--- src/sv/coi_ram.sv ---
// Generic simple dual-port RAM: one write port, one registered read port.
// No dependencies.
module coi_ram #(
    parameter int WIDTH = 8,
    parameter int DEPTH = 16,
    localparam int ADDR_W = $clog2(DEPTH)
) (
    input  logic              i_clk,
    input  logic              i_we,
    input  logic [ADDR_W-1:0] i_waddr,
    input  logic [WIDTH-1:0]  i_wdata,
    input  logic              i_re,
    input  logic [ADDR_W-1:0] i_raddr,
    output logic [WIDTH-1:0]  o_rdata
);

    logic [WIDTH-1:0] r_mem [0:DEPTH-1];
    logic [WIDTH-1:0] r_rdata;

    // Write and registered read
    always_ff @(posedge i_clk) begin
        if (i_we) begin
            r_mem[i_waddr] <= i_wdata;
        end
        if (i_re) begin
            r_rdata <= r_mem[i_raddr];
        end
    end

    assign o_rdata = r_rdata;

endmodule

--- config.mk ---
export PLATFORM = sky130hd
export DESIGN_NAME = coi_ram
export DESIGN_NICKNAME = d
export VERILOG_FILES = /design/src/sv/coi_ram.sv
export SDC_FILE = /design/constraint.sdc
export NUM_CORES = 1
export LEC_CHECK = 0
export ABC_CLOCK_PERIOD_IN_PS = 4400
export BUFFER_PORTS_ARGS = -buffer_cell sky130_fd_sc_hd__buf_2
export CORE_MARGIN = 4
export CORE_UTILIZATION = 42
export DETAILED_ROUTE_END_ITERATION = 12
export SYNTH_ARGS = -nofsm -noshare
export SYNTH_HDL_FRONTEND = slang
export SYNTH_SLANG_ARGS = --single-unit
--- constraint.sdc ---
create_clock -name i_clk -period 4.4 [get_ports i_clk]
set_input_delay 1.1 -clock i_clk [delete_from_list [all_inputs] [get_ports i_clk]]
set_output_delay 1.1 -clock i_clk [all_outputs]
set_load 0.1 [all_outputs]
==> summary.md, run 1 <==
| Metric | Value |
|---|---|
| Ys flop type | `edfxtp_1` |
| Setup TNS | `0 ns` |
| Mapped Area | `5228 um2` |
| Initial core utilization | `43.16%` |
| Sink Count | `136` |
| Area Overhead vs Synth | `18.12%` |
| Total GRT Usage | `roughly 14%` |
| Post-synth top cells | `edfxtp_1, mux4_2, a22oi_1` |
| Largest area contributor in the netlist | `edfxtp_1` |
| Synthesized flop and latch total | `136` |
| Clk_lat worst skew | `~0.41 ns` |
| Clock Path Buffers | `2` |
| Die area | `14,300 um2` |
| Power Dens Cells | `517.0 nW/um2` |
| Total routed wirelength | `9567 um` |
| Worst endpoint required time | `approximately 4.6 ns` |
| Die X | `between 100 and 150 um` |
| Cell with the most instances after synthesis | `edfxtp_1` |
| Port bufs | `26` |
| Layout cell share with drive strength beyond 1 | `28.01%` |
| Routed len/inst | `21.26 um` |
| Status | `finished, final reports clean` |
| LEAKAGE | `about 0.0021 uW` |
| DPL Wire Length | `5945 um` |
| Filler cells | `961` |
| Synthesized Nets | `248` |
| Largest net degree at the start of global routing | `33` |
| Max Fclk | `approximately 400 MHz` |
| CTS tree | `yes` |
| Remaining Overflow, GRT | `0` |
| Antenna violations before repair | `0` |
| Seq/Total Area, Yosys | `78.12%` |
| Slew Limit Fails | `0` |
| Synth top area share | `78.12%` |
| Fin crit share | `a little under three fifths` |
| Final setup violation count | `0` |
| Final #Nets | `288` |
| Min Tclk post-route | `2.484 ns` |
| DP Worst Slack | `1.462 ns` |
| DRC violations left | `0` |
| First-pass GRT wire length | `14,680 um` |
| Vias in the first global route | `around 2,500` |
| Syn avg cell area | `between 20 and 25 um2` |
| XOR/XNOR Fraction of Synth Area | `0%` |
| Yosys Warn Count | `0` |
| Endpoint type of the worst setup path | `flop` |
| Multiplexer area fraction after synthesis | `around 15%` |
| Clock root buffer | `clkbuf_16` |
| Row cnt | `40` |
| Post-synth EDFFs | `between 100 and 150` |
| Main combinational cell family by area after synthesis | `multiplexers` |
| Distinct cells, synth | `18` |
| Die Ht | `between 100 and 150 um` |
| Complex-gate fraction of the synthesized area | `between 2 and 2.5%` |
| Drt first pass iters | `5` |
| Worst Hold Class | `reg -> reg` |
| Antenna diode count | `0` |
| Max FO, Critical Path | `32` |
| Final worst slack | `1.916 ns` |
| Critical path class | `in -> reg` |
| Gp weighted congestion | `about 0.73` |
| Routed Antenna Nets | `0` |
| Clock Pin Slew Worst Setup and Hold Paths | `approximately 0.060 ns` |
| Final Hold Violating Endpoints | `0` |
| Synth async-reset ratio | `0%` |
| Post-CTS Hold Buffers | `0` |
| H-tree depth | `4` |
| Main area contributors after synthesis | `edfxtp_1, mux4_2, mux4_1` |
| Core area | `12,110 um2` |
| Cell count after synthesis | `229` |
| Via Count | `2,380` |
| Worst reg-to-reg setup slack | `2.95 ns` |
| Worst Max-Slew Pin Slew | `0.9602 ns` |
| Vias per cell | `5.289` |
| RSZ-0062 raised after global routing | `false` |
| Setup Fix Bufs, Post-CTS | `0` |
| Max-cap viol count | `0` |
| Post-synthesis adder-cell area fraction | `0%` |
| Inserted Clock Buffers | `17` |
| VDD IR max | `0.2497 mV` |
| CP startpoint kind | `input port` |
| Starting DRT DRC Count | `173` |
| Slew Limit Headroom | `35.75%` |
| Resized cells post-CTS | `0` |
| CP arrival | `2.63 ns` |
| Simple-gate share of the synthesized area | `3.135%` |
| Setup Skew | `roughly 0.0045 ns` |
| IO Pins | `27` |
==> layout by cell type, fill, tap and decap left out, drive strengths merged <==
cell      count
a22oi        16
and2          1
and2b         1
buf          31
bufinv        6
clkbuf       17
clkinv        6
clkinvlp      2
edfxtp      136
inv           1
mux4         32
nand2         9
nand2b        2
nand3         1
nand3b        2
nor2         13
nor2b         1
nor3          4
or3b          1
==> state kept, by name, summed over array words and instances (netlist names) <==
register / count
r_mem: 128
o_rdata: 8
==> stage by stage <==
step,instances,util (%),hold WS [ns],total power [uW],cell area (um2)
finish,450,50.98,0.7540,3193,6175
global route,450,50.98,0.7883,3290,6175
CTS,450,50.98,0.7566,3213,6175
detailed placement,418,45.57,0.7434,1667,5519
global placement,418,45.57,0.7340,1664,5519
floorplan,229,-,0.7048,1612,5228
==> path summary, 6_finish.rpt <==
check               start    endpoint  depth (start not counted)
min          r_mem[12][2]  o_rdata[2]                          3
max            i_raddr[0]  o_rdata[3]                          5
max reg2reg   r_mem[1][0]  o_rdata[0]                          3
min reg2reg  r_mem[12][2]  o_rdata[2]                          3
==> worst max-delay path, cell delays in order <==
cell and delay (ns):
buf_2 0.08, buf_4 0.47, mux4_1 0.62, a22oi_1 0.23, nand2_1 0.09
==> report_power, final <==
group	internal (uW)	total [uW]	switching, uW
registers	1460	1470	7.89
clock network	1050	1560	502
logic	51.4	168	117
total	2570	3190	627
==> layout make-up <==
class / instances / area [um2] / share of cell area, %
clock buffer: 17 / 425.4 / 6.890
clock inverter: 15 / 230.2 / 3.728
multi-input combinational: 83 / 1057 / 17.12
sequential: 136 / 4084 / 66.14
tap: 168 / 210.2 / 3.404
timing repair buffer: 31 / 167.7 / 2.715
==> kinds of logic (layout without fill, tap and decap cells) <==
| family | Yosys count | after routing |
|---|---|---|
| DFF | 136 | 136 |
| and+or+nand+nor | 35 | 35 |
| muxes | 32 | 32 |
| AOI/OAI and AO/OA | 16 | 16 |
| buffers and inverters | 10 | 63 |
==> routing by layer <==
layer,track usage (%),share of wire [%]
met5,0,0
met4,6.013,1.3
met3,3.676,6.5
met1,20.42,43
met2,21.40,49
Power figures use the tool's default switching activity.
==> run 2: changes to the inputs <==
--- a/config.mk
+++ b/config.mk
@@ -5,7 +5,8 @@
 export SDC_FILE = /design/constraint.sdc
 export NUM_CORES = 1
 export LEC_CHECK = 0
-export ABC_CLOCK_PERIOD_IN_PS = 4400
+export ABC_AREA = 1
+export ABC_CLOCK_PERIOD_IN_PS = 2500
 export BUFFER_PORTS_ARGS = -buffer_cell sky130_fd_sc_hd__buf_2
 export CORE_MARGIN = 4
 export CORE_UTILIZATION = 42
==> constraint.sdc (replaced) <==
create_clock -name i_clk -period 2.5 [get_ports i_clk]
set_input_delay 0.625 -clock i_clk [delete_from_list [all_inputs] [get_ports i_clk]]
set_output_delay 0.625 -clock i_clk [all_outputs]
set_load 0.1 [all_outputs]
==> summary.md, run 2 <==
| Metric | Value |
|---|---|
| Status | `finished, final reports clean` |
| Synthesized flop and latch total | `136 (unchanged)` |
| Post-synth top cells | `nand2_1, edfxtp_1, inv_1` |
| Distinct cells, synth | `11 (-7)` |
| Power Dens Cells | `766.8 nW/um2 (+48%)` |
| Port bufs | `26 (unchanged)` |
| Clk_lat worst skew | `0.42 ns (about the same)` |
| IO Pins | `27 (unchanged)` |
| Worst R2R End | `o_rdata[7]` |
| Commonest non-fill, non-tap cell in the layout | `nand2_1` |
| RSZ-0062 raised after global routing | `false` |
| CP arrival | `1.27 ns (-1.36 ns)` |
| Synth top area share | `69.85% (-8.3 points)` |
| Vias per cell | `4.903 (-7.3%)` |
| Max FFs per register | `128 (unchanged)` |
| Post-Layout Cell Count | `777 (+73%)` |
| Largest Register | `r_mem` |
| Slew Limit Headroom | `33.40% (-2.3 points)` |
| WHS Path Cells | `1 (-2)` |
| Critical R2R Launch | `r_mem[0][7]` |
| Die Ht | `126.0 um (+5.4%)` |
| Antenna violations before repair | `0 (unchanged)` |
| Drt first pass iters | `5 (unchanged)` |
| Filler cells | `1,249 (+30%)` |
| Placed Area | `6176 um2 (+12%)` |
| Reg2Reg Depth | `6 (+3)` |
| H-tree depth | `4 (unchanged)` |
| DPL Wire Length | `8286 um (+39%)` |
| Seq/Total Area, Yosys | `69.85% (-8.3 points)` |
| Gp weighted congestion | `0.8354 (+14%)` |
| Synth async-reset ratio | `0% (unchanged)` |
| Setup Skew | `0.01417 ns (+0.009680 ns)` |
| Resized cells post-CTS | `0 (unchanged)` |
| Final #Nets | `607 (+110%)` |
| Cell count after placement | `745 (+78%)` |
| Post-CTS Hold Buffers | `0 (unchanged)` |
| Post-synth EDFFs | `136 (unchanged)` |
| First-pass GRT wire length | `20,600 um (+40%)` |
| DP Worst Slack | `0.3950 ns (-1.067 ns)` |
| Min Tclk post-route | `approximately 1.9 ns` |
| CP max stage delay | `0.45 ns (-0.17 ns)` |
| Final setup violation count | `0 (unchanged)` |
| Crit path max-delay family | `buffers and inverters` |
| Largest area contributor in the netlist | `edfxtp_1` |
| Clock Pin Slew Worst Setup and Hold Paths | `0.06 ns (about the same)` |
| Fin crit share | `~76%` |
| Total GRT Usage | `17.36% (+3.0 points)` |
| Final Hold Violating Endpoints | `0 (unchanged)` |
| Total routed wirelength | `13,280 um (+39%)` |
| Setup TNS | `0 ns (unchanged)` |
| Crit. Startpoint | `o_rdata[5]` |
| Worst reg-to-reg setup slack | `1.28 ns (-1.67 ns)` |
| Hold_sp | `i_re` |
| Starting DRT DRC Count | `427 (+150%)` |
| Ys flop type | `edfxtp_1` |
| Max-cap viol count | `0 (unchanged)` |
| Max Fclk | `between 500 and 600 MHz` |
| Main area contributors after synthesis | `edfxtp_1, nand2_1, nand3_1` |
| Worst Hold Class | `in -> reg` |
| Largest net degree at the start of global routing | `65 (+97%)` |
| Layout cell share with drive strength beyond 1 | `12.31% (-16 points)` |
| Die area | `15,870 um2 (+11%)` |
| Synthesized Nets | `570 (+130%)` |
| Max FO, Critical Path | `1 (-97%)` |
| Mapped Area | `5847 um2 (+12%)` |
| Row cnt | `42 (+5.0%)` |
| Core area | `13,450 um2 (+11%)` |
| CTS tree | `yes` |
| DRC violations left | `0 (unchanged)` |
| Most frequent cells in the layout | `nand2_1, edfxtp_1, inv_1, nand3_1, buf_2` |
| Die X | `126.0 um (+5.4%)` |
| Setup Fix Bufs, Post-CTS | `0 (unchanged)` |
| Routed len/inst | `17.09 um (-20%)` |
| Critical path buffers and inverters | `1 (-1)` |
| Fin area | `6690 um2 (+8.3%)` |
| Antenna diode count | `0 (unchanged)` |
| VDD IR max | `0.5480 mV (+120%)` |
| Sink Count | `136 (unchanged)` |
| Worst-path cell chain | `buf_2` |
| Clock root buffer | `clkbuf_16` |
| Worst Max-Slew Pin Slew | `0.9953 ns (+0.03505 ns)` |
| Slowest CP cell | `buf_2` |
| Initial core utilization | `43.46% (+0.30 points)` |
| Remaining Overflow, GRT | `0 (unchanged)` |
| Inserted Clock Buffers | `17 (unchanged)` |
| Vias in the first global route | `3,630 (+47%)` |
| Critical path class | `reg -> out` |
| Cell with the most instances after synthesis | `nand2_1` |
| Worst endpoint required time | `1.88 ns (-2.67 ns)` |
| Slew Limit Fails | `0 (unchanged)` |
| Final worst slack | `0.6018 ns (-1.314 ns)` |
| Yosys Warn Count | `0 (unchanged)` |
| CP Depth | `1 (-4)` |
| LEAKAGE | `0.002867 uW (+40%)` |
| Syn avg cell area | `10.61 um2 (-54%)` |
| Endpoint type of the worst setup path | `primary output` |
| Area Overhead vs Synth | `14.42%` |
| Cell count after synthesis | `551 (+140%)` |
| Clock Path Buffers | `2 (unchanged)` |
| Via Count | `3,810 (+60%)` |
| Hold path endpoint | `o_rdata[5]` |
| CP startpoint kind | `flop` |
| Routed Antenna Nets | `0 (unchanged)` |
## run 2: logic make-up (layout without fill, tap and decap cells)
group,count (synthesis),in the layout,share of synthesized area (%)
and+or+nand+nor,289,289,20.76
buffers and inverters,126,176,9.394
DFF,136,136,69.85
## run 2: how the worst max path moves through the flow
stage | end | slack, ns
2_1_floorplan | r_mem[10][0] | 0.92
3_3_place_gp | r_mem[12][4] | 0.46
3_5_place_dp | r_mem[12][0] | 0.39
4_1_cts | o_rdata[5] | 0.61
5_1_grt | o_rdata[5] | 0.58
6_report | o_rdata[5] | 0.60
## run 2: power by group
group          total [uW]  switching, uW  internal (uW)
logic                 384            294           89.8
registers            2590           16.0           2570
clock network        2160            919           1240
total                5130           1230           3900
## run 2: routing by layer
metal	track usage [%]	routed length, um	part of all wire (%)
met4	7.003	248	1.9
met5	0	0	0
met3	4.361	760	5.7
met2	26.29	6166	46
met1	24.13	6106	46
## run 2: cell type report
cell class / instances / area (um2) / share of cell area (%)
Multi-Input combinational cell: 289 / 1214 / 18.14
Inverter: 102 / 382.9 / 5.723
Timing Repair Buffer: 42 / 275.3 / 4.114
Clock inverter: 15 / 88.84 / 1.328
Sequential cell: 136 / 4084 / 61.04
Tap cell: 176 / 220.2 / 3.292
Clock buffer: 17 / 425.4 / 6.359
## run 2: through the flow
step                total power [uW]  utilization (%)  hold WS [ns]
global placement                3019            45.91        0.7300
finish                          5130            49.73        0.5733
global route                    5304            49.73        0.5653
CTS                             5168            49.73        0.5556
detailed placement              3020            45.91        0.7330
floorplan                       2888                -        0.6829
==> run 3: changes to the inputs <==
--- a/config.mk
+++ b/config.mk
@@ -5,8 +5,8 @@
 export SDC_FILE = /design/constraint.sdc
 export NUM_CORES = 1
 export LEC_CHECK = 0
-export ABC_AREA = 1
-export ABC_CLOCK_PERIOD_IN_PS = 2500
+export ABC_AREA = 0
+export ABC_CLOCK_PERIOD_IN_PS = 1600
 export BUFFER_PORTS_ARGS = -buffer_cell sky130_fd_sc_hd__buf_2
 export CORE_MARGIN = 4
 export CORE_UTILIZATION = 42
==> constraint.sdc (replaced) <==
create_clock -name i_clk -period 1.6 [get_ports i_clk]
set_input_delay 0.4 -clock i_clk [delete_from_list [all_inputs] [get_ports i_clk]]
set_output_delay 0.4 -clock i_clk [all_outputs]
set_load 0.1 [all_outputs]
==> summary.md, run 3 (synthesis results as in run 1) <==
| Metric | Value |
|---|---|
| Status | `finished, final reports clean` |
| Starting DRT DRC Count | `222 (-48%)` |
| Post-CTS Hold Buffers | `0 (unchanged)` |
| Die area | `14,300 um2 (-9.9%)` |
| Switching power | `1605 uW (+31%)` |
| Worst endpoint required time | `1.20 ns (-0.68 ns)` |
| CP max stage delay | `0.42 ns (-0.03 ns)` |
| Sink Count | `136 (unchanged)` |
| Clk_lat worst skew | `0.40 ns (-0.02 ns)` |
| Via Count | `2,427 (-36%)` |
| Total GRT Usage | `14.57% (-2.8 points)` |
| Inserted Clock Buffers | `17 (unchanged)` |
| IO Pins | `27 (unchanged)` |
| Final Hold Violating Endpoints | `0 (unchanged)` |
| Power Dens Cells | `1272 nW/um2 (+66%)` |
| Max FFs per register | `128 (unchanged)` |
| Vias per cell | `5.219 (+6.4%)` |
| LEAKAGE | `0.002054 uW (-28%)` |
| Row cnt | `40 (-4.8%)` |
| Layout cell share with drive strength beyond 1 | `35.69% (+23 points)` |
| Initial core utilization | `43.16% (-0.30 points)` |
| CP arrival | `1.15 ns (-0.12 ns)` |
| Final #Nets | `308 (-49%)` |
| Clock share of power | `42.1% (about the same)` |
| Sw Share | `20.42% (-3.5 points)` |
| Most frequent cells in the layout | `edfxtp_1, mux4_2, buf_4, buf_2, clkbuf_16` |
| Antenna diode count | `0 (unchanged)` |
| CTS tree | `yes` |
| Critical path class | `reg -> out` |
| DRC violations left | `0 (unchanged)` |
| Clock root buffer | `clkbuf_16` |
| Setup Skew | `0.005203 ns (-0.008963 ns)` |
| DPL Wire Length | `6339 um (-24%)` |
| Slowest CP cell | `buf_2` |
| Clock Path Buffers | `2 (unchanged)` |
| Max Fclk | `644.8 MHz` |
| Worst Max-Slew Pin Slew | `0.8108 ns (-0.1845 ns)` |
| Register area | `4084 um2 (unchanged)` |
| Part of the power in registers | `51.4% (+1.0 points)` |
| Logic gate share of total power | `6.5% (-1.0 points)` |
| Area Overhead vs Synth | `18.26%` |
| RSZ-0062 raised after global routing | `false` |
| Max-cap viol count | `0 (unchanged)` |
| Remaining Overflow, GRT | `0 (unchanged)` |
| Die X | `119.6 um (-5.1%)` |
| Total routed wirelength | `9657 um (-27%)` |
| H-tree depth | `4 (unchanged)` |
| Worst-path cell chain | `buf_2` |
| Die Ht | `119.6 um (-5.1%)` |
| Gp weighted congestion | `0.7161 (-14%)` |
| First-pass GRT wire length | `15,010 um (-27%)` |
| Routed Antenna Nets | `0 (unchanged)` |
| Vias in the first global route | `2,567 (-29%)` |
| Critical path buffers and inverters | `1 (unchanged)` |
| Endpoint type of the worst setup path | `primary output` |
| Clock Pin Slew Worst Setup and Hold Paths | `0.05 ns (about the same)` |
| Multi-input gate area | `1013 um2 (-16%)` |
| Final core occ | `51.04% (+1.3 points)` |
| Final setup violation count | `0 (unchanged)` |
| Slew Limit Headroom | `45.84% (+12 points)` |
| Worst Hold Class | `in -> reg` |
| Drt first pass iters | `5 (unchanged)` |
| Slew Limit Fails | `0 (unchanged)` |
| Final Power | `7863 uW (+53%)` |
| Core area | `12,110 um2 (-10%)` |
| Filler cells | `998 (-20%)` |
| Min Tclk post-route | `around 1.6 ns` |
| Commonest non-fill, non-tap cell in the layout | `edfxtp_1` |
| Cell-internal power | `6257 uW (+60%)` |
| Largest Register | `r_mem` |
| Largest net degree at the start of global routing | `17 (-74%)` |
| Max FO, Critical Path | `1 (unchanged)` |
| VDD IR max | `0.8324 mV (+52%)` |
| CP startpoint kind | `flop` |
| Setup Fix Bufs, Post-CTS | `0 (unchanged)` |
| Routed len/inst | `20.77 um (+21%)` |
| Antenna violations before repair | `0 (unchanged)` |
| Port bufs | `26 (unchanged)` |
| Crit path max-delay family | `buffers and inverters` |
| Fin crit share | `a little over nine tenths` |
run 3: cell count changes in the layout (fill, tap and decap cells not counted), moves of 3 or more:
| cell | previous run | this run |
|---|---|---|
| mux4_2 | 0 | 31 |
| clkinvlp_4 | 5 | 0 |
| buf_2 | 26 | 21 |
| inv_1 | 100 | 0 |
| nor3_1 | 0 | 3 |
| nand3_1 | 97 | 1 |
| buf_4 | 14 | 24 |
| nor2_1 | 17 | 13 |
| a22oi_1 | 0 | 16 |
| clkinv_2 | 7 | 4 |
| nand2_1 | 173 | 9 |
run 3: path summary, 6_finish.rpt:
| check | startpoint | endpoint | slack (ns) | cells after the start |
|---|---|---|---|---|
| worst max-delay path | o_rdata[7] | o_rdata[7] | 0.05 | 1 |
| worst min-delay path | i_re | o_rdata[0] | 0.37 | 1 |
| worst max register to register | r_mem[1][0] | o_rdata[0] | 0.16 | 3 |
| worst min register to register | r_mem[11][0] | o_rdata[0] | 0.76 | 3 |
run 3: timing repair:
item / 4_1_cts / 5_1_grt
resized for setup: 3 / 2
pin swaps: 0 / 0
hold endpoints to repair: 0 / 0
endpoints found under the setup margin: 3 / 2
run 3: power by group through the flow:
stage | registers, uW | clock network (uW) | logic (uW)
floorplan | 4230 | 0 | 221
global placement | 4110 | 0 | 509
detailed placement | 4110 | 0 | 515
CTS | 4040 | 3350 | 521
global route | 4040 | 3530 | 553
finish | 4040 | 3310 | 513
run 3: layout make-up:
class / count / share of cell area, %
clock buffers: 19 / 7.003
clock inverters: 8 / 0.9917
multi-input cells: 83 / 16.39
flip-flops and latches: 136 / 66.06
well taps: 168 / 3.400
repair buffers: 51 / 6.153
run 3: per-stage QoR:
stage	TNS [ns]	cell area, um2	cells	hold slack (ns)	setup slack (ns)
finish	0	6182	465	0.3735	0.04920
global placement	-3.253	5675	438	0.7416	-0.3342
global route	0	6182	465	0.3636	0.01704
CTS	0	6177	465	0.3658	0.01403
floorplan	-1.985	5218	229	0.4989	-0.06615
detailed placement	-3.564	5675	438	0.7488	-0.3346
run 3: metal layers:
metal / routed length [um] / track usage (%)
met2: 4796 / 22.78
met3: 655 / 4.477
met1: 4051 / 19.51
met5: 0 / 0
met4: 153 / 5.154
